**config.mk**
```make
export PLATFORM = sky130hd
export DESIGN_NAME = scn_cell
export DESIGN_NICKNAME = d
export VERILOG_FILES = /design/src/design/scn_pkg.sv /design/src/design/scn_cell.sv
export SDC_FILE = /design/constraint.sdc
export NUM_CORES = 1
export LEC_CHECK = 0
export BUFFER_PORTS_ARGS = -buffer_cell sky130_fd_sc_hd__buf_2
export CAP_MARGIN = 20
export CORE_ASPECT_RATIO = 0.9
export CORE_MARGIN = 4
export CORE_UTILIZATION = 35
export CTS_CLUSTER_DIAMETER = 100
export CTS_CLUSTER_SIZE = 30
export DETAILED_ROUTE_END_ITERATION = 8
export GPL_TIMING_DRIVEN = 0
export PLACE_DENSITY = 0.7
export REMOVE_ABC_BUFFERS = 1
export SETUP_SLACK_MARGIN = 0.5
export SLEW_MARGIN = 20
export SYNTH_ARGS = -nofsm -noshare
export SYNTH_HDL_FRONTEND = slang
export SYNTH_SLANG_ARGS = --single-unit
```
**constraint.sdc**
```tcl
create_clock -name clk -period 3.67 [get_ports clk]
set_input_delay 0.734 -clock clk [delete_from_list [all_inputs] [get_ports clk]]
set_output_delay 0.734 -clock clk [all_outputs]
set_load 0.05 [all_outputs]
```
**src/design/scn_pkg.sv**
```systemverilog
// Shared types and constants for the star catalog narrower.
// Used by every module of the block; depends on nothing.
package scn_pkg;

  localparam int CAPACITY_DEF = 64;

  localparam int XW   = 16;
  localparam int MAGW = 12;
  localparam int IDW  = 15;
  localparam int MSW  = 7;
  localparam int THRW = 32;

  // register indexes (byte address bits [3:2])
  localparam logic [1:0] REG_MAX_MAG   = 2'd0;
  localparam logic [1:0] REG_MAX_STARS = 2'd1;
  localparam logic [1:0] REG_COS_THR   = 2'd2;

  localparam logic signed [MAGW-1:0] MAX_MAG_RST   = 12'sd2047;
  localparam logic [MSW-1:0]         MAX_STARS_RST = 7'd64;
  localparam logic signed [THRW-1:0] COS_THR_RST   = 32'sd1073741824;

  // one stored star plus its removal mark
  typedef struct packed {
    logic signed [XW-1:0]   x;
    logic signed [XW-1:0]   y;
    logic signed [XW-1:0]   z;
    logic signed [MAGW-1:0] mag;
    logic [IDW-1:0]         id;
    logic                   mark;
  } star_t;

endpackage

```
**src/design/scn_cell.sv**
```systemverilog
// One cell of the star ring: holds one star and passes it to its neighbor.
// Depends on scn_pkg.
module scn_cell (
  input  logic          clk,
  input  logic          shift,
  input  scn_pkg::star_t in_star,
  input  logic          load,
  input  scn_pkg::star_t load_star,
  output scn_pkg::star_t cur
);
  import scn_pkg::*;

  // load a new star or take the neighbor's star on rotation
  always_ff @(posedge clk) begin
    if (load) begin
      cur <= load_star;
    end else if (shift) begin
      cur <= in_star;
    end
  end

endmodule

```
==> impl_metrics.csv <==
group,metric,value,unit
clock_network,cts_tree,"done",
routing,vias,2273,
finish,drive_above_1_share,0.8055,
routing,wl_met1,2843,µm
worst_setup_path,crit_arrival,2.07,ns
routing,drt-total-wl,8046,µm
die,coreArea,9208,µm²
logic_synthesis,synthCells,162,
clock_network,clock_path_buffers,2,
logic_synthesis,yosys_warnings,0,
routing,drt_iter0_drc,22,
clock_network,cts_inserted_buffers,9,
timing,tightest_slew,0.5811,ns
logic_synthesis,synth_area,3329,µm²
global_routing,track_usage,0.1398,
worst_setup_path,crit_required,3.69,ns
logic_synthesis,synth_top_family_by_area,"multiplexers",
placement,dpl_cell_area,4602,µm²
worst_setup_path,critPathLaunchType,"input port",
routing,wl_per_cell,15.38,µm
global_routing,grt_start_max_net_pins,47,
logic_synthesis,synth_seq_cells,76,
logic_synthesis,synth_xor_area_frac,0,
clock_network,postCtsSetupBuffers,0,
min_path,hold_path.class,"input port to flip-flop",
logic_synthesis,synth.avg_cell_area,20.55,µm²
logic_synthesis,synth-simple-area-share,0.001879,
power,power.leakage,2.233,nW
clock_network,clock_sinks,76,
global_routing,grt_pass1_vias,2432,
routing,top_layer,"met4",
timing,slew_headroom,0.6126,
power,power,2.398,mW
finish,layout_commonest_cell,"buf_2",
worst_setup_path,end_kind,"flip-flop",
finish,area_growth,44.42,%
timing,finalHoldViolCount,0,
routing,met3WireLength,822,µm
timing,hold-worst-slack,0.6957,ns
timing,setup_viol,0,
clock_network,root_buffer,"clkbuf_8",
die,ioPinCount,231,
logic_synthesis,synth.yosys.seq_area_share,0.6855,
die,die_h,100.5,µm
placement,numPortBuffers,230,
routing,viasPerCell,4.346,
routing,met2WireLength,4252,µm
finish,final_util,0.5222,
clock_network,cts.htree.levels,3,
status,outcome,"complete, no violations",
routing,dr.pass1.iters,4,
finish,nets,551,
timing,slew_viol_final,0,
logic_synthesis,synthMuxAreaShare,0.2897,
routing,route.detailed.drc,0,
worst_setup_path,path_class,"input port to flip-flop",
placement,globalplace.congestion,0.7867,
finish,mostFrequentLayoutCells,"buf_2 (229), edfxtp_1 (76), mux2_2 (47)",
global_routing,grt_overflow,0,
min_path,holdPathEnd,"cur[51]",
clock_network,hold_buffers,0,
global_routing,grt_pass1_wl,12110,µm
die,start_util,0.3616,
worst_setup_path,path_max_fanout,46,
power,irDropWorstVdd,0.0001806,V
finish,fin_area,4808,µm²
timing,period_share,0.5609,
logic_synthesis,synth_fa_ha_area_frac,0,
run,cap_viol_max_count,0,
clock_network,clkTransAtPathRegs,0.08,ns
logic_synthesis,netlist-cell-type-count,6,
finish,diodes,0,
min_path,hold-path-cell-count,2,
timing,rsz0062_at_grt,"no",
power,powerDensity,498.6,nW/µm²
min_path,hp-start,"load_star[51]",
clock_network,cts.repair.resized,0,
die,die_x,110.8,µm
timing,max_freq,485.8,MHz
finish,reg_top3,"cur (76)",
timing,min_period,2.059,ns
die,die_area,11140,µm²
finish,largest_register_ffs,76,
finish,regMostFlops,"cur",
routing,final_antenna_net_count,0,
logic_synthesis,synth_compound_area_frac,0,
global_routing,grt_antenna_before_repair,0,
die,rows,33,
## layer usage
layer  vias to the layer above  global-route usage
li1                       1105                   -
met1                      1026              0.1424
met2                       130              0.2551
met3                        12             0.05702
met4                         0             0.05966
met5                         -                   0
## synthesized netlist by cell type (all sizes together)
master	count	area share
edfxtp	76	0.69
mux2	76	0.29
buf	9	0.023
or2	1	0.0019
## area by class of cell
type / count / area, µm²
fillers: 805 / 4399
repair buffers: 232 / 1194
multi-input cells: 77 / 973.4
clock buffers: 10 / 127.6
clock inverters: 6 / 78.83
flip-flops and latches: 76 / 2282
well taps: 122 / 152.6
## power by group
group | internal (mW) | switching, mW | total, mW
clock network | 0.378 | 0.291 | 0.668
registers | 1.06 | 0.0213 | 1.09
logic | 0.197 | 0.447 | 0.643
## how the worst max path moves through the flow
stage                from       to  slack (ns)  depth (start not counted)
floorplan           shift   cur[0]        0.81                          1
global placement     load  cur[49]       -1.39                          2
detailed placement   load  cur[28]        1.23                          3
CTS                  load  cur[43]        1.61                          3
global route         load   cur[9]        1.52                          3
finish               load   cur[9]        1.61                          3
## per-stage QoR
step | cells | setup slack [ns] | TNS (ns)
2_1_floorplan | 153 | 0.8095 | 0
3_3_place_gp | 505 | -1.390 | -105.39
3_5_place_dp | 507 | 1.227 | 0
4_1_cts | 523 | 1.608 | 0
5_1_grt | 523 | 1.520 | 0
6_report | 523 | 1.611 | 0
## worst max-delay path, cell delays in order
cell    delay, ns
buf_4        0.45
or2_4        0.52
buf_12       0.30
## cells by family after synthesis
group,after synthesis
buffers and inverters,9
DFF,76
muxes,76
and+or+nand+nor,1
No activity file was read; power rests on OpenSTA's default activity.
