## src/design/scn_pkg.sv

```systemverilog
// Shared types and constants for the star catalog narrower.
// Used by every module of the block; depends on nothing.
package scn_pkg;

  localparam int CAPACITY_DEF = 64;

  localparam int XW   = 16;
  localparam int MAGW = 12;
  localparam int IDW  = 15;
  localparam int MSW  = 7;
  localparam int THRW = 32;

  // register indexes (byte address bits [3:2])
  localparam logic [1:0] REG_MAX_MAG   = 2'd0;
  localparam logic [1:0] REG_MAX_STARS = 2'd1;
  localparam logic [1:0] REG_COS_THR   = 2'd2;

  localparam logic signed [MAGW-1:0] MAX_MAG_RST   = 12'sd2047;
  localparam logic [MSW-1:0]         MAX_STARS_RST = 7'd64;
  localparam logic signed [THRW-1:0] COS_THR_RST   = 32'sd1073741824;

  // one stored star plus its removal mark
  typedef struct packed {
    logic signed [XW-1:0]   x;
    logic signed [XW-1:0]   y;
    logic signed [XW-1:0]   z;
    logic signed [MAGW-1:0] mag;
    logic [IDW-1:0]         id;
    logic                   mark;
  } star_t;

endpackage

```

## src/design/scn_dot.sv

```systemverilog
// Dot product of two Q1.15 vectors against a Q2.30 threshold: registered products,
// then a combinational add and compare. Depends on scn_pkg.
module scn_dot (
  input  logic                            clk,
  input  scn_pkg::star_t                  probe,
  input  scn_pkg::star_t                  head,
  input  logic signed [scn_pkg::THRW-1:0] thr,
  output logic                            close
);
  import scn_pkg::*;

  logic signed [2*XW-1:0] px, py, pz;
  logic signed [2*XW+1:0] sum;

  // register the three products
  always_ff @(posedge clk) begin
    px <= probe.x * head.x;
    py <= probe.y * head.y;
    pz <= probe.z * head.z;
  end

  // add and compare
  assign sum   = (2*XW+2)'(px) + (2*XW+2)'(py) + (2*XW+2)'(pz);
  assign close = sum > (2*XW+2)'(thr);

endmodule

```

## config.mk

```make
export PLATFORM = sky130hd
export DESIGN_NAME = scn_dot
export DESIGN_NICKNAME = d
export VERILOG_FILES = /design/src/design/scn_pkg.sv /design/src/design/scn_dot.sv
export SDC_FILE = /design/constraint.sdc
export NUM_CORES = 2
export LEC_CHECK = 0
export ABC_AREA = 1
export BUFFER_PORTS_ARGS = -buffer_cell sky130_fd_sc_hd__buf_4
export CAP_MARGIN = 20
export CELL_PAD_IN_SITES_DETAIL_PLACEMENT = 1
export CELL_PAD_IN_SITES_GLOBAL_PLACEMENT = 2
export CORE_MARGIN = 2
export CORE_UTILIZATION = 42
export CTS_BUF_LIST = sky130_fd_sc_hd__clkbuf_16
export DETAILED_ROUTE_END_ITERATION = 10
export PLACE_DENSITY = 0.95
export SYNTH_ARGS = -nofsm -noshare
export SYNTH_HDL_FRONTEND = slang
export SYNTH_SLANG_ARGS = --single-unit
```

## constraint.sdc

```tcl
create_clock -name clk -period 21.7 [get_ports clk]
set_clock_uncertainty 0.15 [all_clocks]
set_input_delay 6.51 -clock clk [delete_from_list [all_inputs] [get_ports clk]]
set_output_delay 6.51 -clock clk [all_outputs]
set_load 0.03 [all_outputs]
```

==> results.json <==
{
  "worst_path_dominant_cell_family": "simple AND/OR/NAND/NOR gates",
  "wirelength_mm": 104.3,
  "grt_setup_unrepaired": "false",
  "whs_endpoint": "px[0]$_DFF_P_",
  "holdWs_ns": 6.353,
  "ioPinCount": 186,
  "ctsHtreeMaxLevel": 3,
  "synth_cells": 4766,
  "worstSetupEndpointType": "output pin",
  "tritoncts": "yes",
  "cp.buffers_inverters": 3,
  "crit_top_cell": "nor2_1",
  "finalNetCount": 6049,
  "slowest_stage": "ha_1",
  "synth_area_sq_um": 37060,
  "dr.pass1.iters": 5,
  "synth_edf_count": 0,
  "fillers": 10783,
  "synthesis.nets": 6082,
  "grtUsageTotal_pct": 24.14,
  "wl_per_cell_um": 17.69,
  "path_clk_slew_ns": 0.07,
  "slew_viol_final": 0,
  "place_congestion": 0.8842,
  "stdcell_count": 5893,
  "min_from": "probe[60]",
  "relSlewSlack_pct": 49.53,
  "period_share_pct": 68.63,
  "post-cts-setup-buffer-count": 0,
  "viasPerCell": 4.951,
  "grt_pass1_vias": 33920,
  "whs_path_depth": 3,
  "synth-main-ff-cell": "dfxtp_1",
  "synth-seq-cells": 96,
  "portBuffers": 129,
  "max-cap-violations": 0,
  "antenna_found_initial": 0,
  "cp.required_ns": 15.04,
  "crit_path_max_fanout": 4,
  "dpl.hpwl_mm": 91.25,
  "worst_pin_slew_ns": 0.7562,
  "root_buffer": "clkbuf_16",
  "diodes": 0,
  "yosysWarnings": 0,
  "hold_violations": 0,
  "drt_iter0_drc": 1237,
  "path_class": "in2out",
  "avgSynthCellArea_sq_um": 7.777,
  "fp.dieH_um": 301.1,
  "cts_resized": 0,
  "postSynth.asyncResetShare_pct": 0,
  "yosysUniqueCellTypes": 38,
  "cts_sinks": 96,
  "clk_path_buf_depth": 2,
  "core_sq_um": 87160,
  "critical_path.cell_chain": "buf_4, inv_1, ha_1, nand2_1, nor2_1, nand4_1, nor2_1, nand3_1, nand4_1, nand2_1, nor2_1, buf_4",
  "dp.cells": 5877,
  "holdBufCountCts": 0,
  "ant_nets": 0,
  "rows": 108,
  "die-width_um": 301.1,
  "report.final.setup_viol": 0,
  "hp-class": "in2reg",
  "cp-start-kind": "input pin",
  "outcome": "finished clean",
  "slowest_delay_ns": 0.37,
  "setup_tns_ns": 0,
  "drc": 0,
  "timing.final.crit_period_ns": 14.89,
  "gr-total-overflow": 0,
  "critPathArrivalTime_ns": 8.23,
  "max_freq_mhz": 67.15,
  "grt_max_degree": 19,
  "postPlaceCellArea_sq_um": 38830,
  "layout-drive-gt1-share_pct": 4.496,
  "yosysSeqAreaShare_pct": 5.185,
  "areaGrowthSynthToFinish_pct": 5.533,
  "vias": 29175,
  "fp.dieArea_sq_um": 90640,
  "start_util_pct": 42.52,
  "cts_buffers": 9,
  "final_cell_area_sq_um": 39110,
  "grt_pass1_wl_mm": 174.4
}
cell usage after synthesis, types with 6 or more instances:
cell,instances,area share (%)
nand4_1,37,0.62
dfxtp_1,96,5.2
xnor2_1,22,0.52
nand2_1,1124,11
nand3b_1,8,0.16
o21ai_0,74,1.0
ha_1,312,11
o21ai_1,6,0.081
fa_1,819,44
clkbuf_1,170,1.7
a21oi_1,147,2.0
a21oi_2,6,0.14
o21bai_1,22,0.45
nor2_1,183,1.9
nand2_2,20,0.34
a21boi_0,7,0.14
nor2_2,8,0.14
nand3_1,105,1.4
xor2_1,80,1.9
a21o_1,17,0.34
nor3_2,6,0.16
o21a_1,7,0.14
or2_2,18,0.30
inv_1,1418,14
nor3_1,25,0.34
state kept, by name, summed over array words and instances (netlist names):
signal / cells
py: 32
pz: 32
px: 32
logic make-up (layout without fill, tap and decap cells):
logic type / Yosys count / count (layout) / synth area share (%)
DFF: 96 / 96 / 5.185
and+or+nand+nor: 1550 / 1550 / 17.09
xor gates and xnor gates: 102 / 102 / 2.410
adders and majority gates: 1131 / 1131 / 54.77
buffers and inverters: 1595 / 1567 / 16.15
AOI/OAI and AO/OA: 292 / 292 / 4.389
cell type report:
type | count | area [sq um] | area share, %
clock buffer | 9 | 225.2 | 0.5758
sequential | 96 | 1922 | 4.913
tap | 1155 | 1445 | 3.695
inverter | 1422 | 5338 | 13.65
multi-input combinational | 3075 | 29150 | 74.54
timing repair buffer | 129 | 968.4 | 2.476
clock inverter | 7 | 61.31 | 0.1567
how the worst max path moves through the flow:
stage                       start     to  slack, ns  depth (start not counted)
after global routing      thr[31]  close       6.67                         12
after floorplan           thr[31]  close       7.08                         10
after global placement    thr[31]  close       6.85                         12
after CTS                 thr[31]  close       6.83                         12
after detailed placement  thr[31]  close       6.83                         12
final                     thr[31]  close       6.81                         12
stage by stage:
| stage | utilization (%) | setup WS [ns] |
|---|---|---|
| floorplan | - | 7.077 |
| global placement | 44.55 | 6.850 |
| detailed placement | 44.55 | 6.830 |
| CTS | 44.88 | 6.825 |
| global route | 44.88 | 6.669 |
| finish | 44.88 | 6.808 |
placed cells by master, fill, tap and decap left out, types with 20 or more instances in the layout:
master / instances
inv_1: 1418
nand2_1: 1124
xor2_1: 80
o21ai_0: 74
nand3_1: 105
o21bai_1: 22
nor2_1: 183
xnor2_1: 22
nor3_1: 25
buf_4: 129
dfxtp_1: 96
a21oi_1: 147
fa_1: 819
ha_1: 312
nand4_1: 37
nand2_2: 20
layer usage:
metal / vias up / routed length [um] / GRT usage, %
met3: 119 / 3551 / 1.527
li1: 13537 / - / -
met2: 496 / 52100 / 42.78
met4: 0 / 1769 / 4.418
met5: - / 0 / 0
met1: 15023 / 46840 / 32.82
Power is not shown: default switching activity piles up to over one toggle a cycle in this logic, so the estimate is an artifact.
